==> config.mk <==
export PLATFORM = sky130hd
export DESIGN_NAME = motor_sway_sequencer_flat
export DESIGN_NICKNAME = d
export VERILOG_FILES = /design/src/rtl/core/sms_pkg.sv /design/src/rtl/core/sms_if.sv /design/src/rtl/core/motor_sway_sequencer.sv /design/src/flat_wrapper.sv
export SDC_FILE = /design/constraint.sdc
export NUM_CORES = 1
export LEC_CHECK = 0
export ABC_AREA = 1
export BUFFER_PORTS_ARGS = -buffer_cell sky130_fd_sc_hd__buf_2
export CAP_MARGIN = 10
export CORE_UTILIZATION = 53
export CTS_BUF_LIST = sky130_fd_sc_hd__clkbuf_4 sky130_fd_sc_hd__clkbuf_8
export DETAILED_ROUTE_END_ITERATION = 7
export GPL_TIMING_DRIVEN = 0
export HOLD_SLACK_MARGIN = 0.03
export PLACE_DENSITY = 0.72
export SLEW_MARGIN = 10
export SYNTH_ARGS = -nofsm -noshare
export SYNTH_HDL_FRONTEND = slang
export SYNTH_SLANG_ARGS = --single-unit
==> constraint.sdc <==
create_clock -name clk_i -period 7 [get_ports clk_i]
set_clock_uncertainty 0.1 [all_clocks]
set_input_delay 1.4 -clock clk_i [delete_from_list [all_inputs] [get_ports clk_i]]
set_output_delay 1.4 -clock clk_i [all_outputs]
set_load 0.01 [all_outputs]
==> src/rtl/core/sms_pkg.sv <==
// Shared types, codes and reset constants of the motor sway sequencer.
`default_nettype none

package sms_pkg;

  localparam int unsigned TimeW   = 16;
  localparam int unsigned CfgIdxW = 3;

  typedef logic [TimeW-1:0]   time_t;
  typedef logic [CfgIdxW-1:0] cfg_idx_t;
  typedef logic [1:0]         cmd_t;
  typedef logic [1:0]         mode_t;
  typedef logic [1:0]         drive_t;
  typedef logic [2:0]         phase_t;

  typedef enum logic [1:0] {
    CMD_TICK = 2'd0,
    CMD_SET  = 2'd1,
    CMD_STOP = 2'd2
  } cmd_e;

  typedef enum logic [1:0] {
    MODE_OFF   = 2'd0,
    MODE_SWAY  = 2'd1,
    MODE_NOD   = 2'd2,
    MODE_DANCE = 2'd3
  } mode_e;

  typedef enum logic [1:0] {
    DRV_STOP = 2'd0,
    DRV_FWD  = 2'd1,
    DRV_REV  = 2'd2
  } drive_e;

  typedef enum logic [2:0] {
    PH_WAIT_FWD = 3'd0,
    PH_FWD      = 3'd1,
    PH_REST_FWD = 3'd2,
    PH_WAIT_REV = 3'd3,
    PH_REV      = 3'd4,
    PH_REST_REV = 3'd5
  } phase_e;

  typedef enum logic [CfgIdxW-1:0] {
    CFG_FWD_TIME      = 3'd0,
    CFG_FWD_REST_TIME = 3'd1,
    CFG_REV_TIME      = 3'd2,
    CFG_REV_REST_TIME = 3'd3,
    CFG_MAX_ENERGIZED = 3'd4
  } cfg_idx_e;

  localparam time_t FwdTimeRst      = 16'd500;
  localparam time_t FwdRestTimeRst  = 16'd700;
  localparam time_t RevTimeRst      = 16'd500;
  localparam time_t RevRestTimeRst  = 16'd1200;
  localparam time_t MaxEnergizedRst = 16'd2000;

endpackage

`default_nettype wire

==> src/rtl/core/sms_if.sv <==
// Handshake channels of the motor sway sequencer: input, result and configuration.
`default_nettype none

interface sms_in_if;
  import sms_pkg::*;
  logic   valid;
  logic   ready;
  cmd_t   command;
  mode_t  new_mode;
  logic   power_ready;

  modport source (output valid, command, new_mode, power_ready, input ready);
  modport sink   (input valid, command, new_mode, power_ready, output ready);
endinterface

interface sms_out_if;
  import sms_pkg::*;
  logic   valid;
  logic   ready;
  drive_t drive;
  logic   power_request;
  logic   power_release;
  logic   power_release_now;
  logic   safety_trip;
  mode_t  mode_now;
  phase_t phase_now;

  modport source (output valid, drive, power_request, power_release, power_release_now,
                  safety_trip, mode_now, phase_now, input ready);
  modport sink   (input valid, drive, power_request, power_release, power_release_now,
                  safety_trip, mode_now, phase_now, output ready);
endinterface

interface sms_cfg_if;
  import sms_pkg::*;
  logic     valid;
  logic     ready;
  cfg_idx_t index;
  time_t    data;

  modport source (output valid, index, data, input ready);
  modport sink   (input valid, index, data, output ready);
endinterface

`default_nettype wire

==> src/rtl/core/motor_sway_sequencer.sv <==
// Motor sway sequencer: mode, six-phase sway sequence, watchdog and result register.
`default_nettype none

// Takes one beat per clock: a millisecond tick, a set-mode command or a stop command.
// The state update and the result are formed combinationally from the mode, phase and
// elapsed-time registers; the result sits in a single output register and appears in
// the cycle after its beat is accepted. The input is ready whenever that register is
// empty or being emptied in the same cycle, so with a ready sink the block sustains one
// item per cycle. Configuration writes are always taken and act from the next item.
module motor_sway_sequencer (
  input  wire logic clk_i,
  input  wire logic rst_ni,
  sms_cfg_if.sink   cfg_i,
  sms_in_if.sink    in_i,
  sms_out_if.source out_o
);
  import sms_pkg::*;

  time_t  fwd_time_q, fwd_rest_time_q, rev_time_q, rev_rest_time_q, max_energized_q;

  mode_t  mode_q, mode_d;
  phase_t phase_q, phase_d;
  time_t  phase_elapsed_q, phase_elapsed_d;
  logic   energized_q, energized_d;
  time_t  energized_elapsed_q, energized_elapsed_d;
  drive_t drive_q, drive_d;

  logic   req_d, rel_d, rel_now_d, trip_d;

  logic   out_valid_q;
  drive_t out_drive_q;
  logic   out_req_q, out_rel_q, out_rel_now_q, out_trip_q;
  mode_t  out_mode_q;
  phase_t out_phase_q;

  logic   in_fire;
  logic   out_free;

  function automatic time_t sat_inc(time_t v);
    return (v == '1) ? v : time_t'(v + time_t'(1));
  endfunction

  assign cfg_i.ready = 1'b1;
  assign out_free    = !out_valid_q || out_o.ready;
  assign in_i.ready  = out_free;
  assign in_fire     = in_i.valid && in_i.ready;

  always_ff @(posedge clk_i or negedge rst_ni) begin
    if (!rst_ni) begin
      fwd_time_q      <= FwdTimeRst;
      fwd_rest_time_q <= FwdRestTimeRst;
      rev_time_q      <= RevTimeRst;
      rev_rest_time_q <= RevRestTimeRst;
      max_energized_q <= MaxEnergizedRst;
    end else if (cfg_i.valid && cfg_i.ready) begin
      unique case (cfg_i.index)
        CFG_FWD_TIME:      fwd_time_q      <= cfg_i.data;
        CFG_FWD_REST_TIME: fwd_rest_time_q <= cfg_i.data;
        CFG_REV_TIME:      rev_time_q      <= cfg_i.data;
        CFG_REV_REST_TIME: rev_rest_time_q <= cfg_i.data;
        CFG_MAX_ENERGIZED: max_energized_q <= cfg_i.data;
        default: ;
      endcase
    end
  end

  always_comb begin
    mode_d              = mode_q;
    phase_d             = phase_q;
    phase_elapsed_d     = phase_elapsed_q;
    energized_d         = energized_q;
    energized_elapsed_d = energized_elapsed_q;
    drive_d             = drive_q;
    req_d               = 1'b0;
    rel_d               = 1'b0;
    rel_now_d           = 1'b0;
    trip_d              = 1'b0;

    unique case (in_i.command)
      CMD_TICK: begin
        phase_elapsed_d = sat_inc(phase_elapsed_q);
        if (energized_q) begin
          energized_elapsed_d = sat_inc(energized_elapsed_q);
        end
        // watchdog: stop the drive but leave the phase to run out on its own time
        if (energized_q && energized_elapsed_d >= max_energized_q) begin
          drive_d     = DRV_STOP;
          energized_d = 1'b0;
          rel_now_d   = 1'b1;
          trip_d      = 1'b1;
        end
        if (mode_q == MODE_SWAY) begin
          unique case (phase_q)
            PH_FWD: begin
              if (phase_elapsed_d >= fwd_time_q) begin
                drive_d         = DRV_STOP;
                energized_d     = 1'b0;
                rel_d           = 1'b1;
                phase_d         = PH_REST_FWD;
                phase_elapsed_d = '0;
              end
            end
            PH_REST_FWD: begin
              if (phase_elapsed_d >= fwd_rest_time_q) begin
                phase_d         = PH_WAIT_REV;
                phase_elapsed_d = '0;
                req_d           = 1'b1;
              end
            end
            PH_WAIT_REV: begin
              if (in_i.power_ready) begin
                drive_d             = DRV_REV;
                energized_d         = 1'b1;
                energized_elapsed_d = '0;
                phase_d             = PH_REV;
                phase_elapsed_d     = '0;
              end
            end
            PH_REV: begin
              if (phase_elapsed_d >= rev_time_q) begin
                drive_d         = DRV_STOP;
                energized_d     = 1'b0;
                rel_d           = 1'b1;
                phase_d         = PH_REST_REV;
                phase_elapsed_d = '0;
              end
            end
            PH_REST_REV: begin
              if (phase_elapsed_d >= rev_rest_time_q) begin
                phase_d         = PH_WAIT_FWD;
                phase_elapsed_d = '0;
                req_d           = 1'b1;
              end
            end
            // wait forward, and the unreachable codes treated alike
            default: begin
              if (in_i.power_ready) begin
                drive_d             = DRV_FWD;
                energized_d         = 1'b1;
                energized_elapsed_d = '0;
                phase_d             = PH_FWD;
                phase_elapsed_d     = '0;
              end
            end
          endcase
        end
      end
      CMD_SET: begin
        drive_d     = DRV_STOP;
        energized_d = 1'b0;
        rel_now_d   = 1'b1;
        mode_d      = in_i.new_mode;
        if (in_i.new_mode == MODE_SWAY) begin
          phase_d         = PH_WAIT_FWD;
          phase_elapsed_d = '0;
          req_d           = 1'b1;
        end
      end
      CMD_STOP: begin
        drive_d     = DRV_STOP;
        energized_d = 1'b0;
        rel_now_d   = 1'b1;
        mode_d      = MODE_OFF;
      end
      default: ;
    endcase
  end

  always_ff @(posedge clk_i or negedge rst_ni) begin
    if (!rst_ni) begin
      mode_q              <= MODE_OFF;
      phase_q             <= PH_WAIT_FWD;
      phase_elapsed_q     <= '0;
      energized_q         <= 1'b0;
      energized_elapsed_q <= '0;
      drive_q             <= DRV_STOP;
    end else if (in_fire) begin
      mode_q              <= mode_d;
      phase_q             <= phase_d;
      phase_elapsed_q     <= phase_elapsed_d;
      energized_q         <= energized_d;
      energized_elapsed_q <= energized_elapsed_d;
      drive_q             <= drive_d;
    end
  end

  always_ff @(posedge clk_i or negedge rst_ni) begin
    if (!rst_ni) begin
      out_valid_q <= 1'b0;
    end else if (out_free) begin
      out_valid_q <= in_fire;
    end
  end

  // result payload: load on every accepted beat, hold otherwise
  always_ff @(posedge clk_i) begin
    if (in_fire) begin
      out_drive_q   <= drive_d;
      out_req_q     <= req_d;
      out_rel_q     <= rel_d;
      out_rel_now_q <= rel_now_d;
      out_trip_q    <= trip_d;
      out_mode_q    <= mode_d;
      out_phase_q   <= phase_d;
    end
  end

  assign out_o.valid             = out_valid_q;
  assign out_o.drive             = out_drive_q;
  assign out_o.power_request     = out_req_q;
  assign out_o.power_release     = out_rel_q;
  assign out_o.power_release_now = out_rel_now_q;
  assign out_o.safety_trip       = out_trip_q;
  assign out_o.mode_now          = out_mode_q;
  assign out_o.phase_now         = out_phase_q;

  a_drive_means_energized: assert property (@(posedge clk_i) disable iff (!rst_ni)
    (drive_q != DRV_STOP) == energized_q)
    else $error("drive and energized flag disagree");

  a_phase_in_range: assert property (@(posedge clk_i) disable iff (!rst_ni)
    phase_q <= PH_REST_REV)
    else $error("sway phase left its range");

  a_accept_gives_result: assert property (@(posedge clk_i) disable iff (!rst_ni)
    in_fire |=> out_valid_q)
    else $error("accepted beat produced no result");

  a_phase_frozen_outside_sway: assert property (@(posedge clk_i) disable iff (!rst_ni)
    (in_fire && in_i.command == CMD_TICK && mode_q != MODE_SWAY) |=> $stable(phase_q))
    else $error("phase moved outside sway mode");

  a_trip_releases_now: assert property (@(posedge clk_i) disable iff (!rst_ni)
    (in_fire && trip_d) |=> (out_rel_now_q && out_drive_q == DRV_STOP))
    else $error("watchdog trip without immediate release and stop");

endmodule

`default_nettype wire

==> src/flat_wrapper.sv <==
// flat-port wrapper written by rule: the top's interface ports become plain ports
module motor_sway_sequencer_flat import sms_pkg::*;
  (clk_i, rst_ni, cfg_i_valid, cfg_i_index, cfg_i_data, cfg_i_ready, in_i_valid, in_i_command, in_i_new_mode, in_i_power_ready, in_i_ready, out_o_valid, out_o_drive, out_o_power_request, out_o_power_release, out_o_power_release_now, out_o_safety_trip, out_o_mode_now, out_o_phase_now, out_o_ready);
  sms_cfg_if cfg_i_i ();
  sms_in_if in_i_i ();
  sms_out_if out_o_i ();
  input  wire logic clk_i;
  input  wire logic rst_ni;
  input wire logic [$bits(cfg_i_i.valid)-1:0] cfg_i_valid;
  input wire logic [$bits(cfg_i_i.index)-1:0] cfg_i_index;
  input wire logic [$bits(cfg_i_i.data)-1:0] cfg_i_data;
  output wire logic [$bits(cfg_i_i.ready)-1:0] cfg_i_ready;
  input wire logic [$bits(in_i_i.valid)-1:0] in_i_valid;
  input wire logic [$bits(in_i_i.command)-1:0] in_i_command;
  input wire logic [$bits(in_i_i.new_mode)-1:0] in_i_new_mode;
  input wire logic [$bits(in_i_i.power_ready)-1:0] in_i_power_ready;
  output wire logic [$bits(in_i_i.ready)-1:0] in_i_ready;
  output wire logic [$bits(out_o_i.valid)-1:0] out_o_valid;
  output wire logic [$bits(out_o_i.drive)-1:0] out_o_drive;
  output wire logic [$bits(out_o_i.power_request)-1:0] out_o_power_request;
  output wire logic [$bits(out_o_i.power_release)-1:0] out_o_power_release;
  output wire logic [$bits(out_o_i.power_release_now)-1:0] out_o_power_release_now;
  output wire logic [$bits(out_o_i.safety_trip)-1:0] out_o_safety_trip;
  output wire logic [$bits(out_o_i.mode_now)-1:0] out_o_mode_now;
  output wire logic [$bits(out_o_i.phase_now)-1:0] out_o_phase_now;
  input wire logic [$bits(out_o_i.ready)-1:0] out_o_ready;
  assign cfg_i_i.valid = cfg_i_valid;
  assign cfg_i_i.index = cfg_i_index;
  assign cfg_i_i.data = cfg_i_data;
  assign cfg_i_ready = cfg_i_i.ready;
  assign in_i_i.valid = in_i_valid;
  assign in_i_i.command = in_i_command;
  assign in_i_i.new_mode = in_i_new_mode;
  assign in_i_i.power_ready = in_i_power_ready;
  assign in_i_ready = in_i_i.ready;
  assign out_o_valid = out_o_i.valid;
  assign out_o_drive = out_o_i.drive;
  assign out_o_power_request = out_o_i.power_request;
  assign out_o_power_release = out_o_i.power_release;
  assign out_o_power_release_now = out_o_i.power_release_now;
  assign out_o_safety_trip = out_o_i.safety_trip;
  assign out_o_mode_now = out_o_i.mode_now;
  assign out_o_phase_now = out_o_i.phase_now;
  assign out_o_i.ready = out_o_ready;
  motor_sway_sequencer u_core (.clk_i(clk_i), .rst_ni(rst_ni), .cfg_i(cfg_i_i), .in_i(in_i_i), .out_o(out_o_i));
endmodule
==> summary.md, run 1 <==
| Metric | Value |
|---|---|
| Run status | finished clean |
| EDFF count, synth | 11 |
| Period Utilization, post-route | 60.8% |
| Synth Area in Adders | 12.8% |
| CTS Buf Count | 17 |
| Drt pass-1 iters | 5 |
| Layout net count | 1,215 |
| Max VDD drop | 0.202 mV |
| First-pass GRT wire length | 32.1 mm |
| Cts repair resizes | 0 |
| Sequential area share after synthesis | 40.8% |
| Setup Crit Path Kind | flop to flop |
| Register Area | 3390 sq um |
| Final Hold Viols | 0 |
| Root Buffer | clkbuf_8 |
| IO Port Bufs | 41 |
| Asr flop ratio synth | 91.7% |
| Clock Latency Late Sink | 0.46 ns |
| Post-DP HPWL | 14.4 mm |
| R2R cell count | 17 |
| Area fraction in and, or, nand and nor cells after synthesis | 20.7% |
| Pre-CTS setup slack | 2.79 ns |
| Cell count after synthesis | 1,040 |
| Ys flop type | dfrtp_1 |
| Placed Area | 8810 sq um |
| DR iter-0 viols | 456 |
| CTS tree | done |
| RR Startpoint | u_core.phase_elapsed_q[4]$_DFFE_PN0P_ |
| RR Endpoint | u_core.phase_elapsed_q[6]$_DFFE_PN0P_ |
| DRC | 0 |
| CP max stage cell | o21ai_0 |
| Synth-to-Final Area Change | 11.2% |
| Period minus WS final | 4.26 ns |
| Required @ worst endpoint | 7.24 ns |
| Total number of H-tree levels | 4 |
| Die area | 16,200 sq um |
| Drt wl/cell | 14.3 microns |
| Worst hold start | u_core.rev_time_q[12]$_DFFE_PN0P_ |
| Internal Pwr Total | 1.79 mW |
| Switching Share | 40.9% |
| Post-route cell area | 9240 sq um |
| Cells after DPL | 1,293 |
| Clock Tree Buf Depth | 2 |
| Clk slew on worst S/H paths | 0.09 ns |
| #FFs+latches synth | 132 |
| Max_slew headroom | 39.6% |
| Post-Layout Cell Count | 1,325 |
| XOR/XNOR Fraction of Synth Area | 2.59% |
| F_max | 235 MHz |
| Post-synthesis mux area share | 0% |
| Initial core utilization | 54.4% |
| Critical Path AT | 4.50 ns |
| Setup violations, final | 0 |
| Row count | 45 |
| Reg-to-reg slack, setup | 2.74 ns |
| CP Cell Sequence | nand2_1 -> nor3_1 -> nand2_1 -> nor2_1 -> nand4_1 -> o21ai_0 -> ha_1 -> nand2_1 -> nor3_1 -> nand3_1 -> nand4_1 -> nand2_1 -> inv_1 -> nand4_2 -> buf_2 -> nand3_1 -> o21ai_0 |
| Max capacitance violation total | 0 |
| # IOs | 43 |
| Number of cells on the worst hold path | 2 |
| Hold Worst Slack | 0.390 ns |
| Cts hold-fix bufs | 0 |
| Footprint of the multi-input gates | 4060 sq um |
| Worst setup margin | 2.74 ns |
| Final Slew Violations | 0 |
| CP startpoint kind | flop |
| Met1 global-route usage | 33.8% |
| CP peak stage delay | 0.73 ns |
| GR Util met2 | 43.6% |
| Antenna violations before repair | 0 |
| Pwr per Cell Area | 328 nW/um^2 |
| Worst-Margin Slew | 0.897 ns |
| Hold Path Sink | u_core.rev_time_q[12]$_DFFE_PN0P_ |
| Via count | 6,801 |
| TritonCTS Sinks | 132 |
| RSZ-0062 raised after global routing | no |
| Most used routing layer | met2 |
| Combinational power share | 41.0% |
| Syn nets | 1,154 |
| Largest net degree at the start of global routing | 67 |
| Switching Power | 1.24 mW |
| Critical path's top delay family | simple AND/OR/NAND/NOR gates |
| Critical path peak fanout | 10 |
| Antenna-violating nets left | 0 |
| Worst setup EP type | flop |
| Hold/Removal Path Class | flop to flop |
| GRT overflow | 0 |
| Die height | 127 microns |
| Mapped Avg Cell Area | 7.99 sq um |
| Reg power frac | 35.7% |
| N_diodes | 0 |
| Buf/Inv on CP | 2 |
| Largest family of logic cells by synthesized area | simple AND/OR/NAND/NOR gates |
| Routability Congestion | 0.845 |
| DIE WIDTH | 127 microns |
| Via density | 5.13 |
| Clock network power share | 23.3% |
| Crit path top cell by count | nand2_1 |
| Setup repair bufs after CTS | 0 |
| Tot GR Track Use | 25.8% |
| Unique masters post-synth | 44 |
| P_leak | 4.72 nW |
| Syn. warnings | 0 |
| Layout cell share with drive strength beyond 1 | 12.9% |
| Core area | 15,300 sq um |
| Total negative slack | 0 ns |
| Total Wirelength | 18.9 mm |
| Synthesized cell area | 8310 sq um |
| Fillers | 1,362 |
| Vias in the first global route | 6,590 |
| Fraction of the mapped netlist area in compound gates | 12.7% |
| GR Util met3 | 5.61% |
## worst register-to-register path: cells and delay by family, from the launching register on
| family | cells | cell delay, ns |
|---|---|---|
| adders and majority gates | 1 | 0.25 |
| buffers and inverters | 2 | 0.37 |
| DFF | 1 | 0.43 |
| AOI/OAI and AO/OA | 2 | 0.83 |
| and+or+nand+nor | 12 | 2.15 |
## worst max path at each step
stage / startpoint / to / depth (start not counted)
2_1_floorplan: u_core.phase_elapsed_q[0]$_DFFE_PN0P_ / u_core.phase_elapsed_q[12]$_DFFE_PN0P_ / 22
3_3_place_gp: rst_ni / u_core.phase_elapsed_q[14]$_DFFE_PN0P_ / 1
3_5_place_dp: u_core.phase_elapsed_q[0]$_DFFE_PN0P_ / u_core.phase_elapsed_q[6]$_DFFE_PN0P_ / 17
4_1_cts: u_core.phase_elapsed_q[1]$_DFFE_PN0P_ / u_core.phase_elapsed_q[6]$_DFFE_PN0P_ / 17
5_1_grt: u_core.phase_elapsed_q[4]$_DFFE_PN0P_ / u_core.phase_elapsed_q[6]$_DFFE_PN0P_ / 17
6_report: u_core.phase_elapsed_q[4]$_DFFE_PN0P_ / u_core.phase_elapsed_q[6]$_DFFE_PN0P_ / 17
## power by group through the flow
stage | Clock, mW | Sequential, mW | Combinational [mW]
final | 0.705 | 1.08 | 1.24
after global routing | 0.751 | 1.11 | 1.47
after CTS | 0.715 | 1.08 | 1.24
after detailed placement | 0 | 1.09 | 1.23
after global placement | 0 | 1.09 | 1.19
after floorplan | 0 | 1.07 | 0.937
## layout make-up
class	instances	share of cell area (%)
multi-input cells	686	44.0
flip-flops and latches	132	36.7
inverters	199	8.11
well taps	211	2.86
repair buffers	42	2.59
clock buffers	17	2.53
clock inverters	15	2.10
plain buffers	23	1.11
## stage by stage
stage                     total power [mW]  util, %
after floorplan                       2.01        -
after global placement                2.28     57.5
after detailed placement              2.32     57.7
after CTS                             3.04     60.5
after global routing                  3.32     60.5
final                                 3.03     60.5
## synthesized netlist by cell type (11+ instances only)
library cell  count  area [sq um]
dfstp_2          28           736
a21oi_1          46           230
nor3_1           16          80.1
clkbuf_1         17          63.8
o21ai_0         131           656
dfrtp_1          93          2330
nand4_1          12          75.1
edfxtp_1         11           330
ha_1             85          1060
o22ai_1          12          75.1
xor2_1           17           149
nand3_1          51           255
nor2_1           43           161
inv_1           191           717
nand2_1         224           841
## cell families (layout without fill, tap and decap cells)
kind of cell,after synthesis,count (layout)
fa+ha+maj,85,85
compound gates,202,202
other cells,1,1
flops,132,132
simple gates,376,376
xor+xnor,22,22
buf+inv,222,296
## metal layers
layer | part of all wire [%] | up-vias
met1 | 46 | 3161
met2 | 48 | 139
met5 | 0 | -
met3 | 4.9 | 19
li1 | - | 3482
met4 | 1.1 | 0
## flip-flops by register name (all words and copies together), names as in the netlist, 3 cells and up
register	count
u_core.phase_elapsed_q	16
u_core.rev_time_q	16
u_core.out_o.phase_now	3
u_core.rev_rest_time_q	16
u_core.fwd_rest_time_q	16
u_core.max_energized_q	16
u_core.energized_elapsed_q	16
u_core.phase_q	3
u_core.fwd_time_q	16
## cells in the final DEF, fill, tap and decap left out, drive strengths merged
| cell | netlist | layout |
|---|---|---|
| a21o | 4 | 4 |
| a21oi | 46 | 46 |
| a22oi | 1 | 1 |
| and3 | 1 | 1 |
| buf | 5 | 47 |
| bufinv | 0 | 3 |
| clkbuf | 18 | 35 |
| clkinv | 1 | 4 |
| clkinvlp | 0 | 2 |
| conb | 1 | 1 |
| dfrtp | 93 | 93 |
| dfstp | 28 | 28 |
| edfxtp | 11 | 11 |
| ha | 85 | 85 |
| inv | 198 | 205 |
| nand2 | 230 | 230 |
| nand3 | 54 | 54 |
| nand3b | 1 | 1 |
| nand4 | 14 | 14 |
| nor2 | 51 | 51 |
| nor3 | 22 | 22 |
| nor4 | 3 | 3 |
| o21a | 3 | 3 |
| o21ai | 133 | 133 |
| o21bai | 2 | 2 |
| o22ai | 13 | 13 |
| xnor2 | 2 | 2 |
| xor2 | 20 | 20 |
Note: power is estimated with default switching activity, not from simulation.
==> inputs of run 2 (changes only) <==
--- a/config.mk
+++ b/config.mk
@@ -5,7 +5,7 @@
 export SDC_FILE = /design/constraint.sdc
 export NUM_CORES = 1
 export LEC_CHECK = 0
-export ABC_AREA = 1
+export ABC_AREA = 0
 export BUFFER_PORTS_ARGS = -buffer_cell sky130_fd_sc_hd__buf_2
 export CAP_MARGIN = 10
 export CORE_UTILIZATION = 53
@@ -13,7 +13,7 @@
 export DETAILED_ROUTE_END_ITERATION = 7
 export GPL_TIMING_DRIVEN = 0
 export HOLD_SLACK_MARGIN = 0.03
-export PLACE_DENSITY = 0.72
+export PLACE_DENSITY = 0.74
 export SLEW_MARGIN = 10
 export SYNTH_ARGS = -nofsm -noshare
 export SYNTH_HDL_FRONTEND = slang
==> constraint.sdc (replaced) <==
create_clock -name clk_i -period 3.55 [get_ports clk_i]
set_clock_uncertainty 0.1 [all_clocks]
set_input_delay 0.71 -clock clk_i [delete_from_list [all_inputs] [get_ports clk_i]]
set_output_delay 0.71 -clock clk_i [all_outputs]
set_load 0.01 [all_outputs]
==> run 2 against run 1 <==
  * The flow now finishes with violations (setup timing)
  * Maximum frequency increased by 6.4%
  * Sequential cell count unchanged
  * Synthesized cell count decreased by 14%
  * Final area increased by 8.5%
  * Largest cell class unchanged
  * Highest routed layer unchanged
==> summary.md, run 2 <==
| Metric | Value |
|---|---|
| Run status | complete, but fails checks |
| RR Startpoint | u_core.phase_elapsed_q[7]$_DFFE_PN0P_ |
| Tot GR Track Use | 26.0% |
| Vias in the first global route | 6,486 |
| F_max | 250 MHz |
| Most frequent cells in the layout | 140 x nand2_1, 95 x o21ai_0, 93 x inv_1 |
| Clock Latency Late Sink | 0.46 ns |
| Max VDD drop | 0.343 mV |
| Antenna-violating nets left | 0 |
| Die area | 16,000 sq um |
| Setup crit end | u_core.phase_elapsed_q[0]$_DFFE_PN0P_ |
| Mapped Avg Cell Area | 9.14 sq um |
| IO Port Bufs | 41 |
| RR Endpoint | u_core.phase_elapsed_q[0]$_DFFE_PN0P_ |
| Required @ worst endpoint | 3.78 ns |
| Cell with the most instances after synthesis | nand2_1 |
| Pwr per Cell Area | 606 nW/um^2 |
| Drt pass-1 iters | 5 |
| Routability Congestion | 0.867 |
| Worst setup margin | -0.448 ns |
| Synthesized cell area | 8200 sq um |
| Top cell type's share of synthesized area | 28.4% |
| N_diodes | 0 |
| Post-route cell area | 10,000 sq um |
| Root Buffer | clkbuf_8 |
| TritonCTS Sinks | 132 |
| Initial core utilization | 54.2% |
| Period Utilization, post-route | 113% |
| Clk slew on worst S/H paths | 0.08 ns |
| Total Wirelength | 20.5 mm |
| Internal Pwr Total | 3.81 mW |
| Syn. warnings | 0 |
| Sequential area share after synthesis | 41.4% |
| Combinational power share | 42.4% |
| P_leak | 4.63 nW |
| Clock Tree Buf Depth | 2 |
| CP startpoint kind | flop |
| Placed Area | 8730 sq um |
| Die height | 126 microns |
| Setup Crit Path Kind | flop to flop |
| Drt wl/cell | 17.1 microns |
| Max capacitance violation total | 0 |
| Critical path origin | u_core.phase_elapsed_q[7]$_DFFE_PN0P_ |
| Top cells by area, synth | dfrtp_1 28%, ha_1 13%, dfstp_2 9.0% |
| Asr flop ratio synth | 91.7% |
| Reg-to-reg slack, setup | -0.45 ns |
| Worst setup EP type | flop |
| Cell taking the most area after synthesis | dfrtp_1 |
| Hold Worst Slack | 0.152 ns |
| Violated checks | setup timing |
| Final Hold Viols | 0 |
| Setup violations, final | 28 |
| Layout cell share with drive strength beyond 1 | 26.9% |
| Reg power frac | 33.8% |
| Unique masters post-synth | 77 |
| DRC | 0 |
| Critical Path AT | 4.23 ns |
| # IOs | 43 |
| Switching Share | 37.3% |
| Switching Power | 2.27 mW |
| Layout net count | 1,111 |
| Period minus WS final | 4.00 ns |
| Antenna violations before repair | 0 |
| Via count | 6,930 |
| Largest net degree at the start of global routing | 65 |
| DIE WIDTH | 126 microns |
| Max_slew headroom | 49.4% |
| Synth-to-Final Area Change | 22.2% |
| Ys flop type | dfrtp_1 |
| Worst-Margin Slew | 0.756 ns |
| Commonest non-fill, non-tap cell in the layout | nand2_1 |
| Final Slew Violations | 0 |
| DR iter-0 viols | 587 |
| Cell count after synthesis | 898 |
| Core area | 15,100 sq um |
| R2R cell count | 18 |
| Post-DP HPWL | 14.0 mm |
| Fillers | 1,153 |
| Via density | 5.78 |
| Total number of H-tree levels | 4 |
| RSZ-0062 raised after global routing | yes |
| Row count | 45 |
| CTS Buf Count | 17 |
| #FFs+latches synth | 132 |
| Hold/Removal Path Class | input port to asynchronous set/reset pin |
| Synth cell count leaders | 143 x nand2_1, 99 x o21ai_0, 96 x inv_1 |
| CTS tree | done |
| Cts hold-fix bufs | 0 |
| Critical path peak fanout | 7 |
| First-pass GRT wire length | 32.0 mm |
| GRT overflow | 0 |
| Syn nets | 1,012 |
| EDFF count, synth | 11 |
| Clock network power share | 23.7% |
run 2: cell count changes in the layout (fill, tap and decap cells not counted), sizes merged, moves of 11 or more:
cell / change
nand2b: +11
a21oi: -18
nand3: -23
o21ai: -17
inv: -108
mux2: +24
buf: +44
xnor2: +16
nor3: -14
xor2: -15
nand2: -87
nor2: -17
run 2: routing by layer:
metal,GRT usage (%),routed length [microns],up-vias
li1,-,-,3346
met1,34.0,9140,3346
met2,42.2,9870,192
met3,5.57,995,46
met4,9.92,535,0
met5,0,0,-
run 2: worst min path at each step:
stage	endpoint	slack [ns]	cells after the start
floorplan	u_core.drive_q[0]$_DFFE_PN0P_	0.31	0
global placement	u_core.rev_rest_time_q[12]$_DFFE_PN0P_	0.39	1
detailed placement	u_core.rev_rest_time_q[1]$_DFFE_PN0P_	0.39	1
CTS	u_core.phase_elapsed_q[12]$_DFFE_PN0P_	0.16	1
global route	u_core.phase_elapsed_q[12]$_DFFE_PN0P_	0.19	1
finish	u_core.phase_elapsed_q[12]$_DFFE_PN0P_	0.15	1
run 2: critical path: stages (launching register included):
cell	delay, ns
dfrtp_1	0.41
and4_4	0.26
nand3_4	0.09
or3_4	0.41
buf_12	0.16
buf_12	0.13
nand4_1	0.18
xnor2_4	0.14
buf_4	0.17
ha_4	0.25
nor2_1	0.03
or4_4	0.56
a311oi_4	0.25
buf_4	0.17
nor4_4	0.04
buf_4	0.16
buf_6	0.13
o21ai_2	0.14
o211ai_2	0.08
run 2: area by class of cell:
type                       instances  area (sq um)  area share [%]
inverter                          96           360            3.59
sequential                       132          3400            33.9
buffer                            33           193            1.92
multi-input combinational        635          4820            48.1
clock inverter                    12           178            1.77
timing repair buffer              82           572            5.70
tap                              188           235            2.35
clock buffer                      20           269            2.68
run 2: cells by family after synthesis:
logic type,share of synthesized area (%)
buffers and inverters,6.48
flip-flops,41.4
other,0.0457
multiplexers,3.54
AND/OR/NAND/NOR,16.6
AO/OA/AOI/OAI,16.5
adder cells (fa/ha/maj),13.0
XOR/XNOR,2.46
run 2: power groups by stage:
stage / combinational [mW] / clock (mW) / sequential (mW)
2_1_floorplan: 1.45 / 0 / 2.03
3_3_place_gp: 1.90 / 0 / 2.06
3_5_place_dp: 1.98 / 0 / 2.07
4_1_cts: 2.23 / 1.45 / 2.04
5_1_grt: 2.87 / 1.51 / 2.09
6_report: 2.58 / 1.44 / 2.06
run 2: through the flow:
stage / util, % / cells / setup slack [ns] / total power [mW] / setup TNS, ns
final: 66.2 / 1198 / -0.448 / 6.08 / -9.93
after global routing: 66.2 / 1198 / -0.556 / 6.48 / -13.03
after CTS: 63.0 / 1176 / -0.450 / 5.72 / -10.09
after detailed placement: 57.7 / 1128 / -0.821 / 4.05 / -19.16
after global placement: 57.4 / 1127 / -0.792 / 3.96 / -18.00
after floorplan: - / 898 / -0.0745 / 3.48 / -0.283
run 2: timing repair:
item                       CTS  global route
gates cloned                 0             1
setup endpoints to repair   31            31
gates resized for setup     38            74
pin swaps                   19            29
buffers inserted            16            23
==> inputs of run 3 (changes only) <==
--- a/config.mk
+++ b/config.mk
@@ -13,7 +13,7 @@
 export DETAILED_ROUTE_END_ITERATION = 7
 export GPL_TIMING_DRIVEN = 0
 export HOLD_SLACK_MARGIN = 0.03
-export PLACE_DENSITY = 0.74
+export PLACE_DENSITY = 0.73
 export SLEW_MARGIN = 10
 export SYNTH_ARGS = -nofsm -noshare
 export SYNTH_HDL_FRONTEND = slang
==> run 3 against run 2 <==
  * The run still ends with setup timing left
  * Sequential cell count did not move
  * Clock power fell by 13%
  * Final area fell by 2.3%
  * Register-to-register slack worse by 0.07 ns
  * First-iteration DRC count shrank 16%
  * Power is 4.9% lower
  * Via count decreased by 0.65%
  * Hold slack about the same
  * Critical path depth down 3
  * Maximum frequency fell by 1.8%
  * Wire length fell by 0.34%
==> summary.md, run 3 (same netlist as run 2, synthesis figures left out) <==
| Metric | Value |
|---|---|
| CP Cell Sequence | and3_4 -> nand3_4 -> or3_4 -> clkbuf_16 -> xnor2_4 -> ha_1 -> nand2b_4 -> a2111o_1 -> a311oi_4 -> a21boi_2 -> nor4_4 -> buf_4 -> buf_6 -> o21ai_2 -> o211ai_1 |
| RSZ-0062 raised after global routing | yes |
| Critical path peak fanout | 5 |
| Final Slew Violations | 0 |
| Via density | 5.76 |
| Placed Area | 8730 sq um |
| Cts hold-fix bufs | 0 |
| Post-route cell area | 9800 sq um |
| Final Hold Viols | 0 |
| CP startpoint kind | flop |
| Die area | 16,000 sq um |
| N_diodes | 0 |
| Total negative slack | -10.95 ns |
| Antenna-violating nets left | 0 |
| Largest net degree at the start of global routing | 63 |
| Setup violations, final | 28 |
| Layout net count | 1,109 |
| Critical Path AT | 4.34 ns |
| CP peak stage delay | 0.45 ns |
| Antenna violations before repair | 0 |
| Layout cell share with drive strength beyond 1 | 25.7% |
| Clk slew on worst S/H paths | 0.07 ns |
| # IOs | 43 |
| Max capacitance violation total | 0 |
| DR iter-0 viols | 496 |
| Setup Crit Path Kind | flop to flop |
| Most frequent cells in the layout | 141 x nand2_1, 96 x o21ai_0, 93 x inv_1 |
| Total power | 5.78 mW |
| Buf/Inv on CP | 3 |
| CTS tree | done |
| Period Utilization, post-route | 115% |
| Pre-CTS setup slack | -0.911 ns |
| Drt pass-1 iters | 5 |
| TritonCTS Sinks | 132 |
| GRT overflow | 0 |
| DRC | 0 |
| Worst setup margin | -0.523 ns |
| Clock Latency Late Sink | 0.45 ns |
| CTS Buf Count | 17 |
| Worst setup EP type | flop |
| Period minus WS final | 4.07 ns |
| First-pass GRT wire length | 32.8 mm |
| Critical path's top delay family | simple AND/OR/NAND/NOR gates |
| Clock Tree Buf Depth | 2 |
| Hold/Removal Path Class | input port to asynchronous set/reset pin |
| P_leak | 4.56 nW |
| Total number of H-tree levels | 4 |
| Total Wirelength | 20.5 mm |
| Root Buffer | clkbuf_8 |
| Initial core utilization | 54.2% |
| Core area | 15,100 sq um |
| Vias in the first global route | 6,538 |
| Drt wl/cell | 17.1 microns |
| Max_slew headroom | 40.3% |
| Die height | 126 microns |
| F_max | 246 MHz |
| Synth-to-Final Area Change | 19.4% |
| Tot GR Track Use | 26.7% |
| Worst-Margin Slew | 0.892 ns |
| Via count | 6,885 |
| Fin util | 64.7% |
| Violated checks | setup timing |
| Pwr per Cell Area | 590 nW/um^2 |
| Row count | 45 |
| CP max stage cell | a311oi_4 |
| Post-DP HPWL | 14.2 mm |
| Max VDD drop | 0.365 mV |
| Commonest non-fill, non-tap cell in the layout | nand2_1 |
| DIE WIDTH | 126 microns |
| Run status | complete, but fails checks |
| IO Port Bufs | 41 |
| Routability Congestion | 0.840 |
| Required @ worst endpoint | 3.81 ns |
[run 3: changes by cell type in the layout (fill, tap and decap cells not counted), sizes merged]
cell / change
buf: -5
inv: -1
clkinv: +2
bufinv: -2
clkbuf: +3
nor2: +1
[run 3: layer usage]
layer | GRT usage [%] | up-vias | part of all wire (%)
met5 | 0 | - | 0
met4 | 9.21 | 0 | 2.2
met3 | 6.87 | 39 | 5.3
met2 | 43.4 | 182 | 48
met1 | 34.6 | 3334 | 45
li1 | - | 3330 | -
[run 3: area by class of cell]
class,count,area [sq um]
Buffer,34,210
Clock buffer,21,277
Clock inverter,11,110
Fill cell,1208,5350
Inverter,96,360
Multi-Input combinational cell,636,4690
Sequential cell,132,3400
Tap cell,188,235
Timing Repair Buffer,78,513
[run 3: where the power goes]
| group | switching (mW) | internal [mW] |
|---|---|---|
| clock | 0.597 | 0.667 |
| sequential | 0.186 | 1.87 |
| combinational | 1.41 | 1.05 |
[run 3: worst paths after layout]
kind	start	end	slack, ns	cells after the start
worst max-delay path	u_core.phase_elapsed_q[10]$_DFFE_PN0P_	u_core.phase_elapsed_q[10]$_DFFE_PN0P_	-0.52	15
worst max register to register	u_core.phase_elapsed_q[10]$_DFFE_PN0P_	u_core.phase_elapsed_q[10]$_DFFE_PN0P_	-0.52	15
min in group clk_i	in_i_valid	u_core.out_o.valid$_DFFE_PN0N_	0.39	2
max in group asynchronous	rst_ni	u_core.rev_time_q[6]$_DFFE_PN1P_	2.44	2
worst min register to register	u_core.rev_rest_time_q[14]$_DFFE_PN0P_	u_core.rev_rest_time_q[14]$_DFFE_PN0P_	0.41	1
worst min-delay path	rst_ni	u_core.fwd_rest_time_q[14]$_DFFE_PN0P_	0.15	1
[run 3: through the flow]
step           cells  hold WS, ns
2_1_floorplan    898        0.314
3_3_place_gp    1127        0.389
3_5_place_dp    1128        0.393
4_1_cts         1183        0.155
5_1_grt         1196        0.176
6_report        1196        0.152
[run 3: timing repair]
| item | 4_1_cts | 5_1_grt |
|---|---|---|
| gates resized for setup | 47 | 47 |
| cloned | 2 | 1 |
| pin swaps | 25 | 29 |
| buffers inserted | 21 | 14 |
| endpoints found under the setup margin | 31 | 30 |
| endpoints found under the hold margin | 0 | 0 |
[run 3: worst reg2reg max path: stages, from the launching register on]
cell       delay (ns)
dfrtp_2          0.42
and3_4           0.22
nand3_4          0.10
or3_4            0.41
clkbuf_16        0.18
xnor2_4          0.29
ha_1             0.29
nand2b_4         0.14
a2111o_1         0.42
a311oi_4         0.45
a21boi_2         0.15
nor4_4           0.36
buf_4            0.18
buf_6            0.13
o21ai_2          0.06
o211ai_1         0.10
